### src/sv/sgcd_pkg.sv
// sgcd_pkg: shared types for the signed binary gcd block
// controller state encoding and the command and status groups between
// the controller and the datapath; no dependencies
package sgcd_pkg;

    // controller states
    typedef enum logic [2:0] {
        S_IDLE,
        S_STRIP_COMMON,
        S_STRIP_A,
        S_REDUCE,
        S_FINISH
    } t_state;

    // commands from controller to datapath
    typedef struct packed {
        logic load;          // capture operands of an accepted request
        logic strip_common;  // halve both values, count one common two
        logic strip_a;       // halve the first value
        logic reduce;        // one halving or compare-subtract step on b
        logic finish;        // form the result into the output register
    } t_cmd;

    // status from datapath to controller
    typedef struct packed {
        logic zero_in;       // an operand of the request was zero
        logic both_even;     // both working values even
        logic a_even;        // first working value even
        logic b_zero;        // second working value reached zero
        logic out_free;      // output register can take a result
    } t_status;

endpackage

### src/sv/sgcd_ctrl.sv
// sgcd_ctrl: state machine that sequences the binary gcd datapath
// depends on sgcd_pkg for the state, command and status types
module sgcd_ctrl
    import sgcd_pkg::*;
(
    input  logic    i_clk,
    input  logic    i_rst_n,
    input  logic    i_in_valid,
    input  t_status i_status,
    output logic    o_in_ready,
    output t_cmd    o_cmd
);

    t_state r_state;
    t_state n_state;

    // state register
    always_ff @(posedge i_clk) begin
        if (!i_rst_n) begin
            r_state <= S_IDLE;
        end else begin
            r_state <= n_state;
        end
    end

    // next state
    always_comb begin
        n_state = r_state;
        case (r_state)
            S_IDLE: begin
                if (i_in_valid) begin
                    n_state = S_STRIP_COMMON;
                end
            end
            S_STRIP_COMMON: begin
                if (i_status.zero_in) begin
                    n_state = S_FINISH;
                end else if (!i_status.both_even) begin
                    n_state = S_STRIP_A;
                end
            end
            S_STRIP_A: begin
                if (!i_status.a_even) begin
                    n_state = S_REDUCE;
                end
            end
            S_REDUCE: begin
                if (i_status.b_zero) begin
                    n_state = S_FINISH;
                end
            end
            S_FINISH: begin
                if (i_status.out_free) begin
                    n_state = S_IDLE;
                end
            end
            default: begin
                n_state = S_IDLE;
            end
        endcase
    end

    // commands
    always_comb begin
        o_cmd      = '0;
        o_in_ready = 1'b0;
        case (r_state)
            S_IDLE: begin
                o_in_ready = 1'b1;
                o_cmd.load = i_in_valid;
            end
            S_STRIP_COMMON: begin
                o_cmd.strip_common = !i_status.zero_in && i_status.both_even;
            end
            S_STRIP_A: begin
                o_cmd.strip_a = i_status.a_even;
            end
            S_REDUCE: begin
                o_cmd.reduce = !i_status.b_zero;
            end
            S_FINISH: begin
                o_cmd.finish = i_status.out_free;
            end
            default: begin
                o_cmd = '0;
            end
        endcase
    end

endmodule

### src/sv/sgcd_datapath.sv
// sgcd_datapath: working registers, one-step reduce unit and output register
// depends on sgcd_pkg for the command and status types
module sgcd_datapath
    import sgcd_pkg::*;
#(
    parameter int DATA_WIDTH = 32
) (
    input  logic                         i_clk,
    input  logic                         i_rst_n,
    input  logic signed [DATA_WIDTH-1:0] i_first_value,
    input  logic signed [DATA_WIDTH-1:0] i_second_value,
    input  logic                         i_out_ready,
    input  t_cmd                         i_cmd,
    output t_status                      o_status,
    output logic                         o_out_valid,
    output logic signed [DATA_WIDTH-1:0] o_divisor
);

    localparam int TW = $clog2(DATA_WIDTH);

    logic [DATA_WIDTH-1:0] r_a;
    logic [DATA_WIDTH-1:0] r_b;
    logic [TW-1:0]         r_twos;
    logic                  r_neg;
    logic                  r_zero;
    logic [DATA_WIDTH-1:0] r_divisor;
    logic                  r_out_valid;

    logic [DATA_WIDTH-1:0] mag_x;
    logic [DATA_WIDTH-1:0] mag_y;
    logic [DATA_WIDTH-1:0] g;
    logic [DATA_WIDTH-1:0] res;
    logic                  a_gt_b;

    // operand magnitudes, most negative value reads as 2^(w-1)
    assign mag_x = i_first_value[DATA_WIDTH-1]
                 ? ({DATA_WIDTH{1'b0}} - $unsigned(i_first_value))
                 : $unsigned(i_first_value);
    assign mag_y = i_second_value[DATA_WIDTH-1]
                 ? ({DATA_WIDTH{1'b0}} - $unsigned(i_second_value))
                 : $unsigned(i_second_value);

    assign a_gt_b = r_a > r_b;

    // shift the common twos back in and apply the sign rule
    assign g   = r_a << r_twos;
    assign res = r_zero ? {DATA_WIDTH{1'b0}}
               : (r_neg ? ({DATA_WIDTH{1'b0}} - g) : g);

    // working registers
    always_ff @(posedge i_clk) begin
        if (i_cmd.load) begin
            r_a    <= mag_x;
            r_b    <= mag_y;
            r_twos <= '0;
            r_neg  <= i_first_value[DATA_WIDTH-1] ^ i_second_value[DATA_WIDTH-1];
            r_zero <= (mag_x == '0) || (mag_y == '0);
        end else if (i_cmd.strip_common) begin
            r_a    <= r_a >> 1;
            r_b    <= r_b >> 1;
            r_twos <= r_twos + 1'b1;
        end else if (i_cmd.strip_a) begin
            r_a <= r_a >> 1;
        end else if (i_cmd.reduce) begin
            // b even: halve it; b odd: keep the smaller, subtract
            if (!r_b[0]) begin
                r_b <= r_b >> 1;
            end else if (a_gt_b) begin
                r_a <= r_b;
                r_b <= r_a - r_b;
            end else begin
                r_b <= r_b - r_a;
            end
        end
    end

    // output register
    always_ff @(posedge i_clk) begin
        if (!i_rst_n) begin
            r_out_valid <= 1'b0;
        end else if (i_cmd.finish) begin
            r_out_valid <= 1'b1;
        end else if (i_out_ready) begin
            r_out_valid <= 1'b0;
        end
    end

    always_ff @(posedge i_clk) begin
        if (i_cmd.finish) begin
            r_divisor <= res;
        end
    end

    // status to controller
    assign o_status.zero_in   = r_zero;
    assign o_status.both_even = !(r_a[0] | r_b[0]);
    assign o_status.a_even    = !r_a[0];
    assign o_status.b_zero    = (r_b == '0);
    assign o_status.out_free  = !r_out_valid || i_out_ready;

    assign o_out_valid = r_out_valid;
    assign o_divisor   = $signed(r_divisor);

endmodule

### src/sv/signed_binary_gcd_top.sv
// signed_binary_gcd_top: signed gcd by the binary method, one request at a time
// depends on sgcd_pkg, sgcd_ctrl and sgcd_datapath
//
// channel  direction  signals                       payload
// in       input      i_in_valid / o_in_ready       i_first_value, i_second_value
// out      output     o_out_valid / i_out_ready     o_divisor
//
// a request goes from idle through strip-common, strip-a and reduce to finish,
// with one strip-common step per common two and one strip-a step per further two
// of the first value; a zero operand goes from strip-common straight to finish;
// the reduce loop does one halving or one compare-subtract per cycle.
// i_rst_n is synchronous, active low; it clears the controller and output valid.
// a waiting result sits in the output register, so a new request is taken
// meanwhile; a stalled output holds only the finish step of the next one.
module signed_binary_gcd_top
    import sgcd_pkg::*;
#(
    parameter int DATA_WIDTH = 32
) (
    input  logic                         i_clk,
    input  logic                         i_rst_n,
    input  logic                         i_in_valid,
    output logic                         o_in_ready,
    input  logic signed [DATA_WIDTH-1:0] i_first_value,
    input  logic signed [DATA_WIDTH-1:0] i_second_value,
    output logic                         o_out_valid,
    input  logic                         i_out_ready,
    output logic signed [DATA_WIDTH-1:0] o_divisor
);

    t_cmd    cmd;
    t_status status;

    // controller
    sgcd_ctrl u_ctrl (
        .i_clk      (i_clk),
        .i_rst_n    (i_rst_n),
        .i_in_valid (i_in_valid),
        .i_status   (status),
        .o_in_ready (o_in_ready),
        .o_cmd      (cmd)
    );

    // datapath
    sgcd_datapath #(
        .DATA_WIDTH (DATA_WIDTH)
    ) u_datapath (
        .i_clk          (i_clk),
        .i_rst_n        (i_rst_n),
        .i_first_value  (i_first_value),
        .i_second_value (i_second_value),
        .i_out_ready    (i_out_ready),
        .i_cmd          (cmd),
        .o_status       (status),
        .o_out_valid    (o_out_valid),
        .o_divisor      (o_divisor)
    );

    // one request in flight: no ready right after an accepted request
    a_one_in_flight: assert property (@(posedge i_clk) disable iff (!i_rst_n)
        (i_in_valid && o_in_ready) |=> !o_in_ready)
        else $error("request accepted while another is in flight");

    // subtract steps only ever see an odd first value
    a_reduce_odd: assert property (@(posedge i_clk) disable iff (!i_rst_n)
        cmd.reduce |-> !status.a_even)
        else $error("reduce step with even first value");

    // a result never overwrites one still waiting
    a_no_overwrite: assert property (@(posedge i_clk) disable iff (!i_rst_n)
        cmd.finish |-> (!o_out_valid || i_out_ready))
        else $error("result overwrites a waiting result");

    // a zero operand gives a zero divisor
    a_zero_result: assert property (@(posedge i_clk) disable iff (!i_rst_n)
        (cmd.finish && status.zero_in) |=> (o_divisor == '0))
        else $error("zero operand gave nonzero divisor");

endmodule

### config.mk
export PLATFORM = sky130hd
export DESIGN_NAME = signed_binary_gcd_top
export DESIGN_NICKNAME = d
export VERILOG_FILES = /design/src/sv/sgcd_pkg.sv /design/src/sv/sgcd_ctrl.sv /design/src/sv/sgcd_datapath.sv /design/src/sv/signed_binary_gcd_top.sv
export SDC_FILE = /design/constraint.sdc
export NUM_CORES = 1
export LEC_CHECK = 0
export ABC_AREA = 1
export BUFFER_PORTS_ARGS = -buffer_cell sky130_fd_sc_hd__buf_4
export CAP_MARGIN = 10
export CORE_MARGIN = 3
export CORE_UTILIZATION = 30
export CTS_CLUSTER_DIAMETER = 60
export DETAILED_ROUTE_END_ITERATION = 10
export PLACE_DENSITY = 0.49
export RECOVER_POWER = 25
export SYNTH_ARGS = -nofsm -noshare
export SYNTH_HDL_FRONTEND = slang
export SYNTH_SLANG_ARGS = --single-unit
### constraint.sdc
create_clock -name i_clk -period 6.2 [get_ports i_clk]
set_input_delay 1.24 -clock i_clk [delete_from_list [all_inputs] [get_ports i_clk]]
set_output_delay 1.24 -clock i_clk [all_outputs]
set_load 0.005 [all_outputs]
==> results.py <==
metrics = {
    "final_layout": {
        "nFillCells": 5052,
        "layout_commonest_cell": "nand2_1",
        "n_antenna_cell": 0,
        "drive_above_1_share_pct": 8.24,
        "layout_common_cells": "nand2_1, nand3_1, nor2_1",
        "fin_nets": 2390,
        "syn2layout_area_growth_pct": 10.1,
    },
    "setup_path": {
        "crit_type": "in2reg",
        "r2r-start": "u_datapath.r_zero",
        "arrival_ns": 4.10,
        "cp-startpoint": "i_second_value[31]",
        "path_cells": "clkbuf_1, inv_1, o21ai_0, nand4_1, nor4_1, nand2_1, nor2_1, nand3_1, nand2_1",
        "critical_path.max_fanout": 27,
        "cp-end-kind": "flop",
        "cp_common_cell": "nand2_1",
        "setup.worst_path.start_class": "input pin",
        "critical_path.slowest_cell": "clkbuf_1",
        "rrSetupSlack_ns": 2.44,
        "cp.required_ns": 6.46,
        "critPathMaxStageDelay_ns": 0.89,
    },
    "hold_path": {
        "hold_start": "u_ctrl.r_state[2]",
        "hold_path.class": "reg2reg",
    },
    "timing": {
        "finalSetupTns_ns": 0,
        "period_share_pct": 62.0,
        "worst_pin_slew_ns": 1.71,
        "setup_violations": 0,
        "clock_skew_ns": 0.0172,
        "min_period_ns": 3.84,
        "slew_violations": 33,
        "slew_headroom_pct": -13.8,
        "rsz0062_at_grt": "false",
        "max_freq_mhz": 260,
        "hold_viol": 0,
    },
    "placement": {
        "gp_congestion": 0.962,
        "hpwl_microns": 46400,
        "port-buffer-count": 101,
    },
    "global_route": {
        "grt_use_total_pct": 23.0,
        "antenna_found_initial": 0,
        "grt_pass1_wl_microns": 84500,
        "first_global_vias": 13800,
        "overflow": 0,
        "grt_max_degree": 93,
    },
    "clock_network": {
        "cts_setup_buffers": 0,
        "cts.sinks": 107,
        "path_clk_slew_ns": 0.08,
        "cts_max_path_buffers": 2,
        "clk_latency_ns": 0.40,
        "clockRootBuffer": "clkbuf_16",
        "numCtsBuffers": 9,
        "htreeDepth": 3,
        "postCtsHoldBufs": 0,
        "cts_resized": 0,
        "cts_tree": "done",
    },
    "run_status": {
        "status": "finished with violations",
        "violations": "max-capacitance violations, max-slew violations",
    },
    "synth": {
        "synth_fp_nets": 2369,
        "synthFlopType": "edfxtp_1",
        "yosysWarnings": 0,
        "synth_cells": 2230,
        "yosys_register_bits": 107,
        "syn_area_sq_um": 13700,
        "syn_avg_cell_area_sq_um": 6.15,
        "async_reset_ff_share_pct": 0,
        "ys_seq_area_share_pct": 22.8,
        "synth-edff-count": 98,
        "synth.distinct_cells": 49,
    },
    "routing": {
        "final_antenna_net_count": 0,
        "vias": 15200,
        "viasPerCell": 5.35,
        "wl_microns": 56500,
        "drcViolationCount": 0,
        "wl_per_cell_microns": 19.8,
        "drt_first_pass_iters": 6,
        "drt_iter0_drc": 1675,
    },
    "floorplanning": {
        "die_h_microns": 220,
        "rows": 77,
        "die_area_sq_um": 48300,
        "coreArea_sq_um": 44700,
        "start_util_pct": 30.7,
        "die_w_microns": 220,
        "ios": 102,
    },
    "run": {
        "drv_cap": 1,
    },
}
-- area by class of cell --
class / count / area [sq um] / area share (%)
multi-input combinational: 1800 / 9290 / 61.5
sequential: 107 / 3120 / 20.7
timing repair buffer: 117 / 860 / 5.69
inverter: 216 / 812 / 5.38
tap: 592 / 741 / 4.91
clock buffer: 9 / 225 / 1.49
clock inverter: 7 / 50.0 / 0.332
-- registers in the layout, indices dropped and copies added, names as in the netlist --
register / count
u_datapath.o_divisor: 32
u_datapath.r_a: 32
u_datapath.r_b: 32
u_datapath.r_twos: 5
u_ctrl.r_state: 3
u_datapath.o_out_valid: 1
u_datapath.r_neg: 1
u_datapath.r_zero: 1
-- Yosys cell counts, types with 8 or more instances --
library cell  count  area [sq um]
a31oi_1          11          68.8
buf_2            34           170
dfxtp_1           9           180
o21ai_0         145           726
buf_1            10          37.5
nand3_2          17           170
ha_1             69           863
nor2_2            8          50.1
nand4_1          34           213
xor2_1           82           718
o21ai_1          35           175
nand3_1         282          1410
buf_4             8          60.1
o211ai_1         15           113
nor4_1           13          81.3
nand2_1         615          2310
nand2_2          13          81.3
a21oi_1         116           581
nor2_1          234           878
clkbuf_1         41           154
nor3_1           38           190
xnor2_1          16           140
clkbuf_2         10          50.1
edfxtp_1         98          2940
inv_1           208           781
o21bai_1          8          60.1
-- worst paths after layout --
check	to	cells past startpoint
hold / removal	u_ctrl.r_state[2]	2
hold reg to reg	u_ctrl.r_state[2]	2
setup reg to reg	u_datapath.r_a[25]	7
setup / recovery	u_datapath.r_zero	9
-- per-stage QoR --
| step | setup slack [ns] | instances | instance area [sq um] | util (%) | hold WS (ns) |
|---|---|---|---|---|---|
| after global placement | 2.34 | 2832 | 14800 | 33.2 | 0.540 |
| after floorplan | 1.22 | 2230 | 13700 | - | 0.498 |
| after detailed placement | 2.31 | 2832 | 14800 | 33.2 | 0.538 |
| after CTS | 2.57 | 2848 | 15100 | 33.8 | 0.549 |
| final | 2.36 | 2848 | 15100 | 33.8 | 0.549 |
| after global routing | 2.22 | 2848 | 15100 | 33.8 | 0.572 |
-- logic make-up (layout without fill, tap and decap cells) --
family          count (synthesis)  after routing  share of synthesized area, %
mux                             5              5                         0.365
simple gates                 1273           1273                          40.4
flops                         107            107                          22.8
compound gates                353            353                          13.9
xor+xnor                       98             98                          6.26
buf+inv                       323            349                          9.69
fa+ha+maj                      71             71                          6.59
-- routing by layer --
metal | up-vias | track usage [%] | wire length, microns
li1 | 7437 | - | -
met1 | 7066 | 34.5 | 26500
met2 | 688 | 33.8 | 24000
met3 | 54 | 3.99 | 4820
met4 | 0 | 5.80 | 1210
met5 | - | 0 | 0
-- worst max-delay path, delay by kind of cell --
| family | cells | cell delay [ns] |
|---|---|---|
| buf+inv | 2 | 1.42 |
| simple gates | 6 | 0.83 |
| compound gates | 1 | 0.60 |
Power is left out: the tool's default activity adds up to more than one toggle a clock period on the data nets, which glitch-free logic cannot reach.
